<file path="src/hw/rtl/tcgr_pkg.sv">
// shared types and constants of the text console glyph renderer
package tcgr_pkg;

   localparam int COLUMNS    = 80;
   localparam int ROWS       = 30;
   localparam int FONT_BYTES = 2048;

   localparam int COL_W   = 7;
   localparam int ROW_W   = 5;
   localparam int ADDR_W  = 11;
   localparam int COLOR_W = 6;

   localparam logic [COL_W-1:0] LAST_COL = COL_W'(COLUMNS - 1);
   localparam logic [ROW_W-1:0] LAST_ROW = ROW_W'(ROWS - 1);

   localparam logic [1:0] FUNC_PRINT     = 2'd0;
   localparam logic [1:0] FUNC_SET_CURSOR = 2'd1;
   localparam logic [1:0] FUNC_LOAD_FONT = 2'd2;

   localparam logic [7:0] CODE_NULL      = 8'd0;
   localparam logic [7:0] CODE_BACKSPACE = 8'd8;
   localparam logic [7:0] CODE_LINE_FEED = 8'd10;
   localparam logic [7:0] CODE_RETURN    = 8'd13;
   localparam logic [7:0] CODE_SPACE     = 8'd32;

   localparam logic [0:0] CSR_FG_COLOR = 1'd0;
   localparam logic [0:0] CSR_BG_COLOR = 1'd1;

   localparam logic [COLOR_W-1:0] FG_RESET = 6'h3F;
   localparam logic [COLOR_W-1:0] BG_RESET = 6'h00;

   typedef enum logic [1:0] {
      ST_IDLE,
      ST_FETCH,
      ST_PIXEL
   } state_type;

   typedef struct packed {
      logic accept;
      logic fetch;
      logic emit;
   } cmd_type;

   typedef struct packed {
      logic draw_needed;
      logic slot_free;
      logic last_pix;
   } status_type;

endpackage

</file>
<file path="src/hw/rtl/tcgr_ctrl.sv">
// controller state machine of the glyph renderer
module tcgr_ctrl (
   input  logic                clock,
   input  logic                reset,
   input  logic                req_valid,
   output logic                req_ready,
   input  tcgr_pkg::status_type status,
   output tcgr_pkg::cmd_type    cmd
);
   import tcgr_pkg::*;

   state_type state_ff, state_in;

   always_ff @(posedge clock) begin
      if (reset) begin
         state_ff <= ST_IDLE;
      end else begin
         state_ff <= state_in;
      end
   end

   always_comb begin
      state_in   = state_ff;
      req_ready  = 1'b0;
      cmd        = '0;
      unique case (state_ff)
         ST_IDLE: begin
            req_ready = 1'b1;
            if (req_valid) begin
               cmd.accept = 1'b1;
               if (status.draw_needed) begin
                  state_in = ST_FETCH;
               end
            end
         end
         ST_FETCH: begin
            cmd.fetch = 1'b1;
            state_in  = ST_PIXEL;
         end
         ST_PIXEL: begin
            if (status.slot_free) begin
               cmd.emit = 1'b1;
               if (status.last_pix) begin
                  state_in = ST_IDLE;
               end
            end
         end
         default: begin
            state_in = ST_IDLE;
         end
      endcase
   end

endmodule

</file>
<file path="config.mk">
export PLATFORM = sky130hd
export DESIGN_NAME = tcgr_ctrl
export DESIGN_NICKNAME = d
export VERILOG_FILES = /design/src/hw/rtl/tcgr_pkg.sv /design/src/hw/rtl/tcgr_ctrl.sv
export SDC_FILE = /design/constraint.sdc
export NUM_CORES = 1
export LEC_CHECK = 0
export BUFFER_PORTS_ARGS = -buffer_cell sky130_fd_sc_hd__buf_4
export CAP_MARGIN = 20
export CORE_AREA = 3 3 40 42
export DETAILED_ROUTE_END_ITERATION = 8
export DIE_AREA = 0 0 43 45
export GPL_ROUTABILITY_DRIVEN = 1
export PLACE_DENSITY = 0.34
export SYNTH_ARGS = -nofsm -noshare
export SYNTH_HDL_FRONTEND = slang
export SYNTH_SLANG_ARGS = --single-unit
</file>
<file path="constraint.sdc">
create_clock -name clock -period 1.2 [get_ports clock]
set_clock_uncertainty 0.1 [all_clocks]
set_input_delay 0 -clock clock [delete_from_list [all_inputs] [get_ports clock]]
set_output_delay 0 -clock clock [all_outputs]
set_load 0.02 [all_outputs]
</file>
* Yosys cells after proc, flatten, opt, wreduce, memory -nomap -nowiden
Index checks and enable logic that the tools add are counted.
** Word-level totals
- Flip-flop bits (word level) :: 2
- Bits of input ports :: 6
- Output and inout port bits :: 4
- Word-level logic and storage cells :: 20
** Operators by class
- Equality and inequality tests :: 6
- Muxes and demuxes :: 11
- Reduce and logical (&&, ||, !) cells :: 2
** Operators with widths (count)
- 2-bit two-way mux :: 4
- 2-bit != test (second input constant) :: 4
- 1-bit two-way mux :: 6
- 2-bit case mux with 3 select lines :: 1
- 4-bit AND reduction :: 1
- 2-bit by 1-bit equality test with 1-bit output (second input constant) :: 1
- 2-bit equality test (second input constant) :: 1
- 2-bit zero test :: 1

* Longest topological paths before layout
- Word-level depth :: 3
- Depth in mapped cells :: 3
- Gate-level depth less buffers :: 3

* Worst setup path after synthesis
OpenSTA, ideal clock, no wires.
- Path kind :: flip-flop to flip-flop
- From :: register state_ff[1]
- To :: register state_ff[0]
- Arrival :: 0.906 ns
- Data required time :: 1.040 ns
- Slack :: 0.134 ns
- Stages on the path, launching flop included :: 4
- Path buffers :: 0
- Path through :: dfxtp_1 nor2_2 and2_4 and3b_1
** On the way
- Word-level cells in the longest chain between the ends :: 3
** RTL lines
- start: declaration :: RTL line tcgr_ctrl.sv:12 : state_type state_ff, state_in;
- start signal: assignment :: RTL line tcgr_ctrl.sv:18 : state_ff <= state_in;
- 2-bit equality test or 2-bit zero test (tied branches) :: RTL line tcgr_ctrl.sv:26 : unique case (state_ff)
- 2-bit != test (no line)
- 4-bit AND reduction (no line)
Parallel ways exist; a longest one is shown, timed or not.
A chain may end at the register's enable or synchronous reset.

==> results by group <==
Critical path
  – Crit path capture type: primary output
  – Critical path depth: 3
  – RR Startpoint: state_ff[1]
  – R2R Setup Slk: 0.25 ns
  – CP startpoint: state_ff[1]
  – Data arrival time of the critical path: 1.00 ns
  – CP max-delay cell: dfxtp_1
  – Crit Path Class: register to primary output
  – CP Cell Sequence: nor2b_1 > and2_1 > buf_4
  – Worst EP required: 1.10 ns
  – WP buf/inv: 1
  – Reg-to-reg endpoint: state_ff[1]
  – Kind of cell adding the most delay to the critical path: flip-flops
  – Max FO, Critical Path: 3
  – CP max stage delay: 0.33 ns
  – Startpoint types: register
  – Reg2Reg Depth: 3

Worst hold path
  – Hold Crit Class: primary input to register
  – WHS Path Cells: 4
  – Hold endpoint: state_ff[1]
  – HP Start: status[0]

Pwr
  – Pwr Density: 1200 mW/mm²
  – Total power: 0.273 mW
  – Max IR drop VDD: 0.000206 V
  – Leakage power: 0.113 nW

Run status
  – Status: finished clean

Detailed routing
  – Drt pass-1 iters: 2
  – WL final: 309 µm
  – Routed vias/inst: 2.98
  – Routed Antenna Nets: 0
  – DRC viols: 0
  – DR vias: 119
  – Detailed-route wire length per cell: 7.73 µm
  – Initial DRC count: 1

Synth
  – Synth Area in Adders: 0
  – Synthesized area per cell: 8.87 µm²
  – Synthesized area: 97.6 µm²
  – Synthesized Nets: 17
  – Largest family of logic cells by synthesized area: simple AND/OR/NAND/NOR gates
  – Synth top area share: 0.410
  – Number of synthesized register bits: 2
  – Most common cell in the netlist: dfxtp_1
  – Yosys warning total: 0
  – Synth async-reset ratio: 0
  – Post-Synth XOR/XNOR Area: 0
  – Compound-gate portion of the synthesized area: 0.0513
  – Post-synth top flop: dfxtp_1
  – EDFF count, synth: 0
  – Synth Instances: 11
  – Simple-gate share of the synthesized area: 0.538
  – Synth area leaders: dfxtp_1, and2_4, and2b_2
  – Multiplexer share of the synthesized area: 0
  – Synth area leader: dfxtp_1
  – Seq/Total Area, Yosys: 0.410
  – Synth cell types: 10

Global route
  – Initial antenna violation count: 0
  – Vias in the first global route: 132
  – Global-route wire length before repair: 538 µm
  – Largest net degree at the start of global routing: 4
  – GRT overflow: 0
  – GRT Total Usage: 0.0441

Floorplan
  – Die footprint: 0.00194 mm²
  – Core ar.: 0.00128 mm²
  – Starting Density: 0.0759
  – Die height: 45 µm
  – Die Wd: 43 µm
  – IO Pins: 10
  – FP Rows: 13

Finish
  – Antenna cells: 0
  – Fin nets: 33
  – Largest register by flop count: state_ff
  – Final-layout fill cell count: 145
  – Top flop regs: state_ff (2)
  – Largest register FFs: 2
  – Layout cells sized above 1: 0.600
  – P&R area growth vs syn: 132%

CTS
  – Clk sinks: 2
  – CTS tree: done
  – Maximum clock path buffer count: 2
  – H-tree depth: 1
  – Root Buffer: clkbuf_4
  – Post-CTS Setup Bufs: 0
  – Worst skew pair latency: 0.22 ns
  – Cts bufs inserted: 3
  – Clk slew on worst S/H paths: 0.03 ns

Timing
  – Final setup vio count: 0
  – Fmax: 0.911 GHz
  – Slew @ Worst Pin: 0.128 ns
  – Sum Neg Setup Slack: 0 ns
  – RSZ-0062 raised after global routing: false
  – Max_slew headroom: 0.914
  – Final hold vios: 0
  – Part of the cycle the worst path needs: 0.914
  – Max-slew violations: 0
  – Fin crit period: 1.10 ns

Place
  – Port-buffer cells: 9
  – Routability cong.: 0.537

Flow run
  – Max cap viols: 0
-- stage by stage --
step                std cells  setup WS [ns]   util  hold WS, ns  area, µm²
floorplan                  11          0.134      -      -0.0276       97.6
global placement           35          0.260  0.143       0.0690        184
global route               40         0.0320  0.176       0.0566        226
finish                     40          0.103  0.176      0.00344        226
detailed placement         35          0.256  0.143       0.0687        184
CTS                        40         0.0906  0.176    0.0000215        226
-- repair_timing --
item                                   CTS  global route
hold buffers                             2             0
endpoints found under the hold margin    2             0
gates resized for setup                  0             0
-- worst max-delay path by stage --
stage,end,slack [ns]
final,cmd[0],0.10
after global routing,cmd[0],0.03
after CTS,cmd[0],0.09
after detailed placement,state_ff[1],0.26
after global placement,state_ff[1],0.26
after floorplan,state_ff[0],0.13
-- report_power, final --
group          internal, mW  leakage, nW  switching (mW)
combinational        0.0326       0.0832          0.0224
sequential           0.0700       0.0163         0.00214
clock                 0.110       0.0138          0.0353
total                 0.213        0.113          0.0598
-- final cells by class --
cell class / instances / area (µm²) / area share
Timing Repair Buffer: 11 / 87.6 / 0.387
Tap cell: 15 / 18.8 / 0.0829
Multi-Input combinational cell: 9 / 57.6 / 0.254
Clock buffer: 3 / 22.5 / 0.0994
Sequential cell: 2 / 40.0 / 0.177
-- layout by cell type, fill, tap and decap left out --
cell / netlist / layout
buf_4: 0 / 9
clkbuf_4: 0 / 3
dlygate4sd3_1: 0 / 2
dfxtp_1: 2 / 2
and2b_2: 1 / 1
nor2_2: 1 / 1
nor2b_1: 1 / 1
and2_1: 1 / 1
and2_4: 1 / 1
and3b_1: 1 / 1
nand2_1: 1 / 1
a21oi_1: 1 / 1
nor2_1: 1 / 1
-- layer usage --
layer | up-vias | GRT usage | routed length [µm]
met4 | 0 | 0.0723 | 0
met2 | 9 | 0.0329 | 108
met1 | 46 | 0.0552 | 147
met3 | 0 | 0.0279 | 53
li1 | 64 | - | -
met5 | - | 0 | 0
-- worst reg2reg max path: stages (launching register included) --
cell     delay (ns)
dfxtp_1        0.33
and2b_2        0.24
a21oi_1        0.12
nor2_1         0.05
-- kinds of logic (layout without fill, tap and decap cells) --
| logic type | after synthesis | after routing |
|---|---|---|
| AND/OR/NAND/NOR | 8 | 8 |
| AO/OA/AOI/OAI | 1 | 1 |
| flip-flops | 2 | 2 |
| buffers and inverters | 0 | 14 |
Note: power is estimated with default switching activity, not from simulation.
